`src/rtl/rmq_pkg.sv`:
```
// ----------------------------------------------------------------------------
// rmq_pkg
// Shared types, defaults and width helpers for the matrix-to-quaternion pipe.
// ----------------------------------------------------------------------------
package rmq_pkg;

    localparam int DATA_WIDTH_DEF = 16;
    localparam int FRAC_BITS_DEF  = 14;

    typedef enum logic [1:0] {
        SEL_W,
        SEL_X,
        SEL_Y,
        SEL_Z
    } t_sel;

    typedef struct packed {
        t_sel       sel;
        logic [2:0] neg;
    } t_ctl;

    // width of (t + one), t being a diagonal sum
    function automatic int sum_w(input int dw, input int f);
        int tw;
        tw = dw + 2;
        return (((tw - 1) > (f + 1)) ? (tw - 1) : (f + 1)) + 1;
    endfunction

    // radicand width, rounded up to even
    function automatic int rad_w(input int dw, input int f);
        int rw;
        rw = sum_w(dw, f) + f - 2;
        return rw + (rw % 2);
    endfunction

    function automatic int root_w(input int dw, input int f);
        return rad_w(dw, f) / 2;
    endfunction

    // width of a scaled difference magnitude (dividend)
    function automatic int num_w(input int dw, input int f);
        return dw + f - 1;
    endfunction

endpackage

```
`src/rtl/rmq_sqrt.sv`:
```
// ----------------------------------------------------------------------------
// rmq_sqrt
// Pipelined integer square root, one root bit per stage.
// ----------------------------------------------------------------------------
module rmq_sqrt #(
    parameter int DATA_WIDTH = rmq_pkg::DATA_WIDTH_DEF,
    parameter int FRAC_BITS  = rmq_pkg::FRAC_BITS_DEF
) (
    input  logic                i_clk,
    input  logic                i_rst_n,
    input  logic                i_en,
    input  logic                i_valid,
    input  logic [rmq_pkg::rad_w(DATA_WIDTH, FRAC_BITS)-1:0] i_rad,
    input  rmq_pkg::t_ctl       i_ctl,
    input  logic [DATA_WIDTH:0] i_mag [3],
    output logic                o_valid,
    output logic [rmq_pkg::root_w(DATA_WIDTH, FRAC_BITS)-1:0] o_root,
    output rmq_pkg::t_ctl       o_ctl,
    output logic [DATA_WIDTH:0] o_mag [3]
);

    localparam int RW  = rmq_pkg::rad_w(DATA_WIDTH, FRAC_BITS);
    localparam int RQ  = rmq_pkg::root_w(DATA_WIDTH, FRAC_BITS);
    localparam int DMW = DATA_WIDTH + 1;

    logic                r_v    [RQ];
    logic [RW-1:0]       r_rad  [RQ];
    logic [RQ+1:0]       r_rem  [RQ];
    logic [RQ-1:0]       r_root [RQ];
    rmq_pkg::t_ctl       r_ctl  [RQ];
    logic [DMW-1:0]      r_mag  [RQ][3];

    genvar j;
    generate
        for (j = 0; j < RQ; j++) begin : g_stage
            logic           p_v;
            logic [RW-1:0]  p_rad;
            logic [RQ+1:0]  p_rem;
            logic [RQ-1:0]  p_root;
            rmq_pkg::t_ctl  p_ctl;
            logic [DMW-1:0] p_mag [3];
            logic [RQ+1:0]  w_sh;
            logic [RQ+1:0]  w_try;
            logic           w_ge;

            if (j == 0) begin : g_first
                assign p_v    = i_valid;
                assign p_rad  = i_rad;
                assign p_rem  = '0;
                assign p_root = '0;
                assign p_ctl  = i_ctl;
                assign p_mag  = i_mag;
            end else begin : g_next
                assign p_v    = r_v[j-1];
                assign p_rad  = r_rad[j-1];
                assign p_rem  = r_rem[j-1];
                assign p_root = r_root[j-1];
                assign p_ctl  = r_ctl[j-1];
                assign p_mag  = r_mag[j-1];
            end

            assign w_sh  = {p_rem[RQ-1:0], p_rad[RW-1-2*j -: 2]};
            assign w_try = {p_root, 2'b01};
            assign w_ge  = (w_sh >= w_try);

            always_ff @(posedge i_clk) begin
                if (!i_rst_n) begin
                    r_v[j] <= 1'b0;
                end else if (i_en) begin
                    r_v[j] <= p_v;
                end
            end

            always_ff @(posedge i_clk) begin
                if (i_en) begin
                    r_rad[j]  <= p_rad;
                    r_rem[j]  <= w_ge ? (w_sh - w_try) : w_sh;
                    r_root[j] <= {p_root[RQ-2:0], w_ge};
                    r_ctl[j]  <= p_ctl;
                    r_mag[j]  <= p_mag;
                end
            end
        end
    endgenerate

    assign o_valid = r_v[RQ-1];
    assign o_root  = r_root[RQ-1];
    assign o_ctl   = r_ctl[RQ-1];
    assign o_mag   = r_mag[RQ-1];

endmodule

```
`config.mk`:
```
export PLATFORM = sky130hd
export DESIGN_NAME = rmq_sqrt
export DESIGN_NICKNAME = d
export VERILOG_FILES = /design/src/rtl/rmq_pkg.sv /design/src/rtl/rmq_sqrt.sv
export SDC_FILE = /design/constraint.sdc
export NUM_CORES = 1
export LEC_CHECK = 0
export BUFFER_PORTS_ARGS = -buffer_cell sky130_fd_sc_hd__buf_4
export CORE_MARGIN = 1.5
export CORE_UTILIZATION = 60
export CTS_BUF_LIST = sky130_fd_sc_hd__clkbuf_8
export CTS_CLUSTER_DIAMETER = 40
export CTS_CLUSTER_SIZE = 8
export DETAILED_ROUTE_END_ITERATION = 8
export HOLD_SLACK_MARGIN = 0.05
export PLACE_DENSITY = 0.83
export SLEW_MARGIN = 20
export SYNTH_ARGS = -nofsm -noshare
export SYNTH_HDL_FRONTEND = slang
export SYNTH_SLANG_ARGS = --single-unit
```
`constraint.sdc`:
```
create_clock -name i_clk -period 6.5 [get_ports i_clk]
set_input_delay 0.325 -clock i_clk [delete_from_list [all_inputs] [get_ports i_clk]]
set_output_delay 0.325 -clock i_clk [all_outputs]
set_load 0.1 [all_outputs]
```
* Word-level counts from Yosys, hierarchy flattened
Memories as Yosys holds them, arrays and structs flattened.
Cells that the tools add are included.
** Operators by class
- Add/sub/neg operators :: 15
- Magnitude comparators :: 15
- Multiplexer cells :: 35
- Bitwise logic cells :: 15
** Operator list (number)
- $mux W17 :: 15
- $ge A17 B17 Y1 :: 14
- $sub A17 B17 Y17 :: 14
- $mux W1 :: 20
- $or A1 B1 Y1 :: 15
- $sub A2 B1 Y3 const B :: 1
- $ge A2 B1 Y1 const B :: 1
** Storage, ports and cells
- Bits in registers :: 0
- Bits in writable memories :: 1785
- Input bits :: 90
- Output and inout port bits :: 72
- Memories kept :: 6
** Memory list
- r_mag :: depth 15, width 51, rd ports 15, clocked after memory_dff 0, wr ports 15, line rmq_sqrt.sv:31 : logic [DMW-1:0] r_mag [RQ][3];
- r_rad :: depth 15, width 30, rd ports 14, clocked after memory_dff 0, wr ports 15, line rmq_sqrt.sv:27 : logic [RW-1:0] r_rad [RQ];
- r_rem :: depth 15, width 17, rd ports 14, clocked after memory_dff 0, wr ports 15, line rmq_sqrt.sv:28 : logic [RQ+1:0] r_rem [RQ];
- r_root :: depth 15, width 15, rd ports 15, clocked after memory_dff 0, wr ports 15, line rmq_sqrt.sv:29 : logic [RQ-1:0] r_root [RQ];
- r_ctl :: depth 15, width 5, rd ports 15, clocked after memory_dff 0, wr ports 15, line rmq_sqrt.sv:30 : rmq_pkg::t_ctl r_ctl [RQ];
- r_v :: depth 15, width 1, rd ports 15, clocked after memory_dff 0, wr ports 15, line rmq_sqrt.sv:26 : logic r_v [RQ];

* Longest topological paths before layout
- Depth in word-level cells :: 4
- Mapped depth :: 11
- Gate-level depth less buffers :: 9

* Least setup slack after synthesis
Ideal clock, no wire load.
- Kind :: reg2reg
- From :: mem r_rem[1][69] (netlist bit)
- To :: mem r_rem[1][93] (netlist bit), data pin
- Setup time :: 0.260 ns
- Data arrival time :: 2.357 ns
- Slack :: 3.883 ns
- Stages on the path, launching flop included :: 10
- Path buffers :: 1
- Cell sequence :: edfxtp_1 > ha_1 > o21a_1 > a2bb2oi_1 > a21oi_1 > a2bb2oi_1 > a41oi_1 > o21ai_2 > buf_4 > mux2_2
** RTL lines (line)
- start, declared :: rmq_sqrt.sv:28

==> results.toml <==
[sta]
min_period_ns = 3.31
drv_slew = 0
setup_viol = 0
tightestPinTransition_ns = 1.14
period_share_pct = 50.9
relSlewSlack_pct = 23.8
max_freq_mhz = 302
skew_ns = 0.0306
finalHoldViolCount = 0
tns_ns = 0
rsz0062_at_grt = "false"

[global_route]
grt_usage_pct = 17.6
grt_max_degree = 221
grt_pass1_wl_mm = 118
overflow = 0
antenna_found_initial = 1
first_global_vias = 23500

[route]
wl_mm = 73.8
wire_per_inst_um = 17.6
vias = 22800
drtPass1Iterations = 5
drc = 0
ant_nets = 0
vias_per_cell = 5.45
drtIter0Drc = 1618

[yosys]
yosys.area_share.simple_pct = 4.36
synth_cells = 2620
syn_area_um2 = 49600
synth_xor_area_share_pct = 2.24
syn_area_per_cell_um2 = 18.9
yosys.area_share.adder_pct = 3.38
synth_top_family_by_area = "simple AND/OR/NAND/NOR gates"
synth_edf_count = 1379
yosys_warnings = 0
ys_async_sr_fraction_pct = 0
synth_fp_nets = 2844
synth_ff_type = "edfxtp_1"
muxShareOfSynthArea_pct = 0.847
synth-compound-area-share_pct = 4.24
ys_ff_latch = 1380
ys_seq_area_share_pct = 83.5
ys_types = 74

[critical_path]
critPathBufInv = 0
criticalPathCategory = "flip-flop to flip-flop"
path_max_fanout = 16
critical_path.top_delay_family = "compound AO/OA/AOI/OAI gates"
critPathSlowestCell = "o21ai_2"
cp.required_ns = 7.05
path_cells = "ha_1 > o21ai_0 > a2bb2oi_1 > a21oi_1 > a2bb2oi_1 > a41oi_1 > o21ai_2 > mux2_2"
timing.critical_path.from_type = "flip-flop"
cpMostUsedCell = "a2bb2oi_1"
slowest_delay_ns = 0.72
crit_arrival_ns = 3.86
crit_path_end_kind = "flip-flop"

[clock_network]
clk_path_buf_depth = 3
cts-hold-fix-buffers = 90
clockRootBuffer = "clkbuf_8"
clock-sinks = 1380
cts_tree = "yes"
clk_latency_ns = 0.83
htree_levels = 4
postCtsResizedCells = 0
postCtsSetupBuffers = 0
cts.clk_slew.worst_paths_ns = 0.06
cts_buffers = 201

[place]
io_buffers = 161
hpwl_mm = 44.0
gp_congestion = 0.902

[pwr]
swShare_pct = 22.8
p_seq_share_pct = 58.6
p_per_area_nw_per_um2 = 329
p_clk_share_pct = 32.2
p_int_mw = 14.4
vdd_drop_max_uv = 260
switchingPower_mw = 4.25
total_power_mw = 18.6
share_comb_of_total_power_pct = 9.1
power.leakage_nw = 20.8

[finish]
layout_commonest_cell = "edfxtp_1"
synthToLayoutAreaGrowth_pct = 13.8
fillers = 4817
layout-drive-gt1-share_pct = 14.8
multi_input_area_um2 = 7490
layout_common_cells = "1379 x edfxtp_1, 204 x clkbuf_8, 175 x inv_1"
regArea_um2 = 41400
fin_nets = 3289

[floorplanning]
boundaryPins = 162
start_util_pct = 60.6
rows = 105
coreArea_um2 = 82000
fp.dieW_um = 291
die_y_um = 291
die_area_um2 = 84500

[job]
max_cap_viol_count = 0

[outcome]
status = "complete, no violations"

[min_path]
min_path_type = "input port to flip-flop"
worst reg2reg max path, cell delays in order, from the launching register on:
cell and delay, ns:
edfxtp_1 0.41, ha_1 0.42, o21ai_0 0.16, a2bb2oi_1 0.34
a21oi_1 0.22, a2bb2oi_1 0.27, a41oi_1 0.09, o21ai_2 0.72
mux2_2 0.42
final cells by class:
cell class                      instances  area share [%]
Sequential cell                      1380            73.4
Multi-Input combinational cell       1052            13.3
Clock buffer                          204            4.97
Timing Repair Buffer                  265            4.16
Tap cell                             1070            2.37
Inverter                              165            1.10
Clock inverter                         45           0.780
Antenna cell                            1         0.00443
state kept, by name (all words and copies together) (netlist names):
register,cells
r_rad,210
r_mag,765
r_rem,195
r_v,15
r_root,120
r_ctl,75
per-layer routing:
metal / wire length, um / share of wire (%) / track usage (%)
met1: 28600 / 39 / 20.3
met2: 39700 / 54 / 31.5
met3: 3220 / 4.4 / 3.90
met4: 2250 / 3.0 / 7.83
met5: 0 / 0 / 0
path summary, 6_finish.rpt:
check                              startpoint            end  slack [ns]  depth (start not counted)
worst max-delay path             r_rem[1][68]   r_rem[1][95]        3.19                          8
worst min-delay path                i_mag[13]   r_mag[0][13]        0.22                          2
worst max register to register   r_rem[1][68]   r_rem[1][95]        3.19                          8
worst min register to register  r_mag[0][223]  r_mag[0][274]        0.39                          0
power groups by stage:
| stage | sequential [mW] | combinational [mW] | clock (mW) |
|---|---|---|---|
| after detailed placement | 11.1 | 1.64 | 0 |
| after floorplan | 11.2 | 0.959 | 0 |
| after global placement | 11.0 | 1.56 | 0 |
| after CTS | 10.9 | 1.69 | 6.13 |
| final | 10.9 | 1.70 | 5.99 |
| after global routing | 11.0 | 1.86 | 6.53 |
cell usage after synthesis (all sizes together), types with 6 or more instances:
master	instances	share of area [%]
or4	6	0.098
a211oi	13	0.20
nand3	28	0.28
o21a	32	0.48
and2	11	0.14
clkbuf	12	0.091
a21boi	8	0.12
a31oi	7	0.088
o21ai	85	0.86
and3	25	0.32
ha	134	3.4
nand2b	23	0.29
nor2b	27	0.34
mux2	32	0.73
nor2	100	0.76
edfxtp	1379	83
or2	7	0.088
a21o	32	0.48
nand4	13	0.16
nand3b	8	0.12
xor2	59	1.0
xnor2	67	1.2
a21oi	101	1.0
o31ai	13	0.20
or3	19	0.26
nor3	43	0.43
nand2	73	0.55
inv	165	1.2
buf	11	0.13
mux2i	6	0.12
nor4	19	0.25
cell families (layout without fill, tap and decap cells):
family / after synthesis / after routing
AO/OA/AOI/OAI: 336 / 336
adder cells (fa/ha/maj): 134 / 134
XOR/XNOR: 126 / 126
AND/OR/NAND/NOR: 417 / 417
multiplexers: 38 / 38
other: 1 / 2
buffers and inverters: 188 / 679
flip-flops: 1380 / 1380
metrics by stage:
stage	hold WS [ns]	instance area [um2]	std cells	utilization [%]	worst slack, ns
floorplan	0.400	49600	2620	-	3.88
global placement	0.400	52300	3841	63.8	3.30
detailed placement	0.405	52300	3841	63.8	3.11
CTS	0.134	56400	4180	68.8	3.09
global route	0.142	56500	4182	68.9	3.00
finish	0.222	56500	4182	68.9	3.19
No activity file was read; power rests on OpenSTA's default activity.
