==> config.mk <==
export PLATFORM = sky130hd
export DESIGN_NAME = rmq_front
export DESIGN_NICKNAME = d
export VERILOG_FILES = /design/src/rtl/rmq_pkg.sv /design/src/rtl/rmq_front.sv
export SDC_FILE = /design/constraint.sdc
export NUM_CORES = 1
export LEC_CHECK = 0
export ABC_CLOCK_PERIOD_IN_PS = 8700
export BUFFER_PORTS_ARGS = -buffer_cell sky130_fd_sc_hd__buf_2
export CORE_MARGIN = 2
export CORE_UTILIZATION = 45
export DETAILED_ROUTE_END_ITERATION = 10
export PLACE_DENSITY = 0.65
export RECOVER_POWER = 50
export SLEW_MARGIN = 20
export SYNTH_ARGS = -nofsm -noshare
export SYNTH_HDL_FRONTEND = slang
export SYNTH_SLANG_ARGS = --single-unit
==> constraint.sdc <==
create_clock -name i_clk -period 8.7 [get_ports i_clk]
set_input_delay 0.87 -clock i_clk [delete_from_list [all_inputs] [get_ports i_clk]]
set_output_delay 0.87 -clock i_clk [all_outputs]
set_load 0.02 [all_outputs]
==> src/rtl/rmq_pkg.sv <==
// ----------------------------------------------------------------------------
// rmq_pkg
// Shared types, defaults and width helpers for the matrix-to-quaternion pipe.
// ----------------------------------------------------------------------------
package rmq_pkg;

    localparam int DATA_WIDTH_DEF = 16;
    localparam int FRAC_BITS_DEF  = 14;

    typedef enum logic [1:0] {
        SEL_W,
        SEL_X,
        SEL_Y,
        SEL_Z
    } t_sel;

    typedef struct packed {
        t_sel       sel;
        logic [2:0] neg;
    } t_ctl;

    // width of (t + one), t being a diagonal sum
    function automatic int sum_w(input int dw, input int f);
        int tw;
        tw = dw + 2;
        return (((tw - 1) > (f + 1)) ? (tw - 1) : (f + 1)) + 1;
    endfunction

    // radicand width, rounded up to even
    function automatic int rad_w(input int dw, input int f);
        int rw;
        rw = sum_w(dw, f) + f - 2;
        return rw + (rw % 2);
    endfunction

    function automatic int root_w(input int dw, input int f);
        return rad_w(dw, f) / 2;
    endfunction

    // width of a scaled difference magnitude (dividend)
    function automatic int num_w(input int dw, input int f);
        return dw + f - 1;
    endfunction

endpackage

==> src/rtl/rmq_front.sv <==
// ----------------------------------------------------------------------------
// rmq_front
// Diagonal sums, largest-term pick, radicand and difference magnitudes.
// ----------------------------------------------------------------------------
module rmq_front #(
    parameter int DATA_WIDTH = rmq_pkg::DATA_WIDTH_DEF,
    parameter int FRAC_BITS  = rmq_pkg::FRAC_BITS_DEF
) (
    input  logic                         i_clk,
    input  logic                         i_rst_n,
    input  logic                         i_en,
    input  logic                         i_valid,
    input  logic signed [DATA_WIDTH-1:0] i_m [9],
    output logic                         o_valid,
    output logic [rmq_pkg::rad_w(DATA_WIDTH, FRAC_BITS)-1:0] o_rad,
    output rmq_pkg::t_ctl                o_ctl,
    output logic [DATA_WIDTH:0]          o_mag [3]
);

    localparam int TW  = DATA_WIDTH + 2;
    localparam int DMW = DATA_WIDTH + 1;
    localparam int AW  = rmq_pkg::sum_w(DATA_WIDTH, FRAC_BITS);
    localparam int RW  = rmq_pkg::rad_w(DATA_WIDTH, FRAC_BITS);

    logic signed [TW-1:0]  n_t [4];
    logic signed [DMW-1:0] n_d [3];
    logic signed [TW-1:0]  r_t [4];
    logic signed [DMW-1:0] r_d [3];
    logic                  r_v1;

    logic                  r_v2;
    logic [RW-1:0]         r_rad;
    rmq_pkg::t_ctl         r_ctl;
    logic [DMW-1:0]        r_mag [3];

    rmq_pkg::t_sel         w_sel;
    logic signed [TW-1:0]  w_bt;
    logic [AW-1:0]         w_sum;
    logic [RW-1:0]         n_rad;
    logic [2:0]            n_neg;
    logic [DMW-1:0]        n_mag [3];

    always_comb begin
        n_t[0] = TW'(i_m[0]) + TW'(i_m[4]) + TW'(i_m[8]);
        n_t[1] = TW'(i_m[0]) - TW'(i_m[4]) - TW'(i_m[8]);
        n_t[2] = TW'(i_m[4]) - TW'(i_m[0]) - TW'(i_m[8]);
        n_t[3] = TW'(i_m[8]) - TW'(i_m[0]) - TW'(i_m[4]);
        n_d[0] = DMW'(i_m[7]) - DMW'(i_m[5]);
        n_d[1] = DMW'(i_m[2]) - DMW'(i_m[6]);
        n_d[2] = DMW'(i_m[3]) - DMW'(i_m[1]);
    end

    always_comb begin
        w_sel = rmq_pkg::SEL_W;
        w_bt  = r_t[0];
        if (r_t[1] > w_bt) begin
            w_sel = rmq_pkg::SEL_X;
            w_bt  = r_t[1];
        end
        if (r_t[2] > w_bt) begin
            w_sel = rmq_pkg::SEL_Y;
            w_bt  = r_t[2];
        end
        if (r_t[3] > w_bt) begin
            w_sel = rmq_pkg::SEL_Z;
            w_bt  = r_t[3];
        end
        // largest sum is never negative
        w_sum = AW'(unsigned'(w_bt)) + (AW'(1) << FRAC_BITS);
        n_rad = RW'(w_sum) << (FRAC_BITS - 2);
        for (int k = 0; k < 3; k++) begin
            n_neg[k] = r_d[k][DMW-1];
            n_mag[k] = n_neg[k] ? DMW'(-r_d[k]) : DMW'(r_d[k]);
        end
    end

    always_ff @(posedge i_clk) begin
        if (!i_rst_n) begin
            r_v1 <= 1'b0;
            r_v2 <= 1'b0;
        end else if (i_en) begin
            r_v1 <= i_valid;
            r_v2 <= r_v1;
        end
    end

    always_ff @(posedge i_clk) begin
        if (i_en) begin
            r_t       <= n_t;
            r_d       <= n_d;
            r_rad     <= n_rad;
            r_ctl.sel <= w_sel;
            r_ctl.neg <= n_neg;
            r_mag     <= n_mag;
        end
    end

    assign o_valid = r_v2;
    assign o_rad   = r_rad;
    assign o_ctl   = r_ctl;
    assign o_mag   = r_mag;

endmodule

## After elaboration in Yosys (flattened, before gate mapping)

Cells that the tools add are included.

| word-level totals | value |
|---|---|
| flip-flop bits (word level) | 199 |
| output and inout bits | 87 |

| cells by class | value |
|---|---|
| add/subtract/negate cells | 15 |
| order comparisons | 3 |
| multiplexer cells | 8 |
| reduce and logical (&&, ||, !) cells | 1 |

Operators with widths:

| operator | count |
|---|---|
| subtractor 16 x 16 -> 17 bit | 6 |
| greater-than comparator 18 bit | 3 |
| 2-to-1 mux 18 bit | 3 |
| subtractor 17 x 16 -> 18 bit | 3 |
| negator 17 bit | 3 |
| 2-to-1 mux 16 bit | 3 |
| adder 17 x 16 -> 18 bit | 1 |
| adder 18 x 15 -> 18 bit, second input constant | 1 |
| adder 16 x 16 -> 17 bit | 1 |
| 2-to-1 mux 1 bit | 2 |
| OR reduction 2 bit | 1 |

## Depth between registers and ports, before layout

| depth | value |
|---|---|
| word-level depth | 7 |
| depth in mapped cells | 36 |
| depth with buffers taken out | 30 |

## Worst setup path after synthesis

OpenSTA, ideal clock, no wires.

| timing path | value |
|---|---|
| kind | flip-flop to flip-flop |
| start point | register r_t[50] (netlist bit) |
| end point | register r_rad[28], in the netlist o_rad[28] (data pin) |
| setup time | 0.258 ns |
| arrival time | 7.200 ns |
| slack | 1.243 ns |
| stages on the path, launching flop included | 33 |
| period minus slack after synthesis | 7.457 ns |
| cells stage by stage | edfxtp_1 -> ha_1 -> nand3_1 -> nor4_2 -> o31ai_1 -> a31oi_4 -> clkbuf_1 -> buf_1 -> mux2i_1 -> ha_1 -> and4_1 -> and3_1 -> and3_1 -> o21a_1 -> a2bb2oi_1 -> o221ai_2 -> buf_2 -> clkbuf_1 -> clkbuf_1 -> o21ai_0 -> ha_1 -> and4_1 -> and3_1 -> nand3_1 -> nor4b_1 -> o21a_1 -> nor3_1 -> a221o_1 -> nand2_1 -> buf_2 -> o21ai_1 -> ha_1 -> xnor2_1 |

| on the way | value |
|---|---|
| longest elaborated chain between the ends | 7 |

Ends and longest elaborated chain:

| element | line | RTL |
|---|---|---|
| start: declaration | rmq_front.sv:27 | `logic signed [TW-1:0] r_t [4];` |
| start signal: assignment | rmq_front.sv:89 | `r_t <= n_t;` |
| greater-than comparator 18 bit | rmq_front.sv:56 | `if (r_t[1] > w_bt) begin` |
| 2-to-1 mux 18 bit (*) | rmq_front.sv:56 |  |
| greater-than comparator 18 bit | rmq_front.sv:60 | `if (r_t[2] > w_bt) begin` |
| 2-to-1 mux 18 bit (*) | rmq_front.sv:60 |  |
| greater-than comparator 18 bit | rmq_front.sv:64 | `if (r_t[3] > w_bt) begin` |
| 2-to-1 mux 18 bit (*) | rmq_front.sv:64 |  |
| adder 18 x 15 -> 18 bit (*) | rmq_front.sv:69 | `w_sum = AW'(unsigned'(w_bt)) + (AW'(1) << FRAC_BITS);` |
| net w_sum[16] | rmq_front.sv:38 | `logic [AW-1:0] w_sum;` |
| end signal: assignment | rmq_front.sv:91 | `r_rad <= n_rad;` |
| end: declaration | rmq_front.sv:32 | `logic [RW-1:0] r_rad;` |

The timed path passes the listed nets; every way through them passes the cells marked *.
A chain may end at the register's enable or synchronous reset.

## Worst setup path in the final report

Same ends and word-level chain as after synthesis.

==> results.md <==
- Clk_lat worst skew: 0.44 ns
- Cts bufs inserted: 17
- Max Used Layer: met5
- Max VDD drop: 0.187 mV
- Initial core utilization: a little under half
- Layout net count: between 2,000 and 2,500
- Setup Crit Path Kind: flop to flop
- Die width: approximately 190 um
- Startpoint Class: flop
- Critical-path maximum fanout: 26
- Setup WS post-layout: 0.789 ns
- Routed wl met2: 16.1 mm
- Slew @ Worst Pin: 4.97 ns
- Reg2reg end: o_rad[28]
- Fillers: around 3,200
- Vias: 11,396
- Total Power: 4.42 mW
- # IOs: 235
- Initial antenna violation count: 5
- Die height: 190 um
- Final Instance Area: 17,700 um2
- H-tree Lvls: 4
- Iter 0 DRT Violations: 499
- EDFF count, synth: 197
- Worst Hold End: o_mag[34]
- Flops & latches, synth: 199
- Mapped cell area: between 15,000 and 20,000 um2
- Worst hold margin: 0.498 ns
- Clock skew: about 0.0076 ns
- Final setup vio count: 0
- Final hold vios: 0
- Wire length on met1: 14.0 mm
- Family with the most delay on the worst path: compound AO/OA/AOI/OAI gates
- Share of layout cells above drive strength 1: 10.2%
- DR vias/cell: between 5 and 6
- Most used DFF post-synth: edfxtp_1
- Post-synth ARST share: 0%
- Detail Route Antenna Nets: 0
- Routed len/inst: between 10 and 15 um
- Cells after Synth: 1,580
- Placed Area: 17,200 um2
- Leak: 7.82 nW
- Core area: roughly 34,000 um2
- GR Util All Layers: 18.7%
- Largest net degree at the start of global routing: 97
- Critical Path Max Stage Delay: 0.87 ns
- Worst-case clock buffer depth: 2
- CTS Hold Bufs: 0
- Syn Area/Cell: 9.88 um2
- Max-cap violation count: 1
- Clock transition at path regs: 0.08 ns
- Place WS: 0.827 ns
- Crit. End Element: flop
- IO Port Bufs: between 200 and 250
- Pwr dens: 250 nW/um2
- Max frequency: 0.126 GHz
- Yosys cell types: between 60 and 70
- Post-CTS Setup Inserts: 0
- First-pass GRT wire length: between 50 and 60 mm
- Vias in the first global route: 11,222
- Worst slew margin: -231%
- # resized after CTS: 0
- Hold_sp: r_d[34]
- GP Congestion: approximately 0.84
- RSZ-0062 raised after global routing: no
- Max Slew Vio Count: 97
- Final Cycle Share: 90.9%
- Status: finished with violations
- CTS root buffer: clkbuf_16
- Max stage delay cell, worst path: a31oi_4
- Final WL: approximately 33 mm
- Failing checks: capacitance limit, slew limit
- DR pass1 iterations: 5
- Worst Hold Path Cells: 0
- CTS tree: done
- WL met3: 2.13 mm
- Worst R2R Path Depth: 29
- WP data arrival: 8.11 ns
- Register area share after synthesis: 38.2%
- Worst Hold Class: flop to flop
- Cell mode on critical path: ha_1
- Hpwl dp: around 27 mm
- Total number of yosys warnings: 0
- Minimum clock period: 7.91 ns
- Die area: 36,200 um2
- GRT Residual Overflow: 0
- CP Buf/Inv Count: 1
- Flop-to-flop setup slack: between 0.7 and 0.8 ns
- Clk sinks: around 200
- Drt drc: 0
- Required @ worst endpoint: between 8 and 9 ns
- Layout Area Growth over Synthesis: 13.2%
- Rows: 68
- Reg-to-reg startpoint: r_t[50]
- TNS Setup: 0 ns
-- worst max-delay path by stage --
stage,startpoint,end,depth (start not counted)
6_report,r_t[50],o_rad[28],29
5_1_grt,r_t[50],o_rad[28],28
4_1_cts,r_t[50],o_rad[28],29
3_5_place_dp,r_t[50],o_rad[28],28
3_3_place_gp,r_t[50],o_rad[28],29
2_1_floorplan,r_t[50],o_rad[28],32
-- cell usage in the layout, fill, tap and decap left out, types with 7 or more instances in the layout --
master     netlist  final
o21ai_0        135    135
or3_1            7      7
conb_1           1     12
clkbuf_16        0     17
a21oi_1         70     70
mux2i_1         20     20
nand4_1          7      7
and3_1          10     10
xor2_1           7      7
o21a_1          11     11
a21boi_0        52     52
fa_1            68     68
nand3_1         27     27
o31ai_1         17     17
clkbuf_1        14     82
xnor2_1         76     76
ha_1           175    175
nor3_1          17     17
nor2b_1         21     21
buf_2            4    141
nor2_1         134    134
edfxtp_1       197    197
nand2b_1        10     10
nand2_1        133    133
inv_1          242    242
a21o_1          20     20
-- layout make-up --
cell class / instances / area [um2] / area share, %
Timing Repair Buffer: 227 / 1050 / 5.93
Inverter: 242 / 908 / 5.14
Clock buffer: 18 / 429 / 2.43
Sequential cell: 199 / 5960 / 33.7
Multi-Input combinational cell: 1119 / 8620 / 48.8
Antenna cell: 1 / 2.50 / 0.0142
Tap cell: 455 / 569 / 3.22
Clock inverter: 14 / 141 / 0.800
-- stage by stage --
stage	utilization [%]	cells
2_1_floorplan	-	1591
3_3_place_gp	50.1	2242
3_5_place_dp	50.1	2242
4_1_cts	51.7	2274
5_1_grt	51.4	2274
6_report	51.4	2275
-- where the power goes --
part	total [mW]	internal, mW	switching [mW]
sequential	1.54	1.41	0.131
combinational	2.09	0.834	1.26
clock	0.779	0.403	0.375
total	4.42	2.65	1.76
-- synthesized netlist by cell type, types with 10 or more instances --
| cell | n | area, um2 |
|---|---|---|
| xnor2_1 | 76 | 666 |
| o21ai_0 | 135 | 676 |
| nor2_1 | 134 | 503 |
| nand2_1 | 133 | 499 |
| clkbuf_1 | 14 | 52.6 |
| and3_1 | 10 | 62.6 |
| edfxtp_1 | 197 | 5920 |
| o21a_1 | 11 | 82.6 |
| a21oi_1 | 70 | 350 |
| buf_4 | 12 | 90.1 |
| nor3_1 | 17 | 85.1 |
| nand2b_1 | 10 | 62.6 |
| fa_1 | 68 | 1360 |
| nand3_1 | 27 | 135 |
| inv_1 | 242 | 908 |
| o31ai_1 | 17 | 128 |
| nor2b_1 | 21 | 131 |
| mux2i_1 | 20 | 200 |
| ha_1 | 175 | 2190 |
| a21boi_0 | 52 | 390 |
| a21o_1 | 20 | 150 |
-- routing by layer --
layer / GRT usage (%) / up-vias
met1: 22.1 / 5252
met2: 33.3 / 220
met4: 4.35 / 8
met3: 5.54 / 34
li1: - / 5882
met5: 0 / -
-- registers in the layout, summed over array words and instances, names as in the netlist --
register  cells
r_v1          1
o_rad        18
o_mag        51
n_neg         3
o_ctl         5
r_d          48
o_valid       1
r_t          72
-- kinds of logic after synthesis --
| group | Yosys count | synth area share, % |
|---|---|---|
| and+or+nand+nor | 398 | 11.6 |
| AOI/OAI and AO/OA | 358 | 14.3 |
| buffers and inverters | 273 | 6.89 |
| adders and majority gates | 243 | 22.7 |
| DFF | 199 | 38.2 |
| xor gates and xnor gates | 83 | 4.66 |
| muxes | 25 | 1.67 |
| other | 1 | 0.0240 |
-- worst reg2reg max path: cells and delay by family, from the launching register on --
family | cells | cell delay [ns]
AOI/OAI and AO/OA | 8 | 2.78
adders and majority gates | 4 | 1.20
muxes | 1 | 0.26
xor gates and xnor gates | 1 | 0.12
buffers and inverters | 1 | 0.29
DFF | 1 | 0.40
and+or+nand+nor | 14 | 2.62
Note: power is estimated with default switching activity, not from simulation.
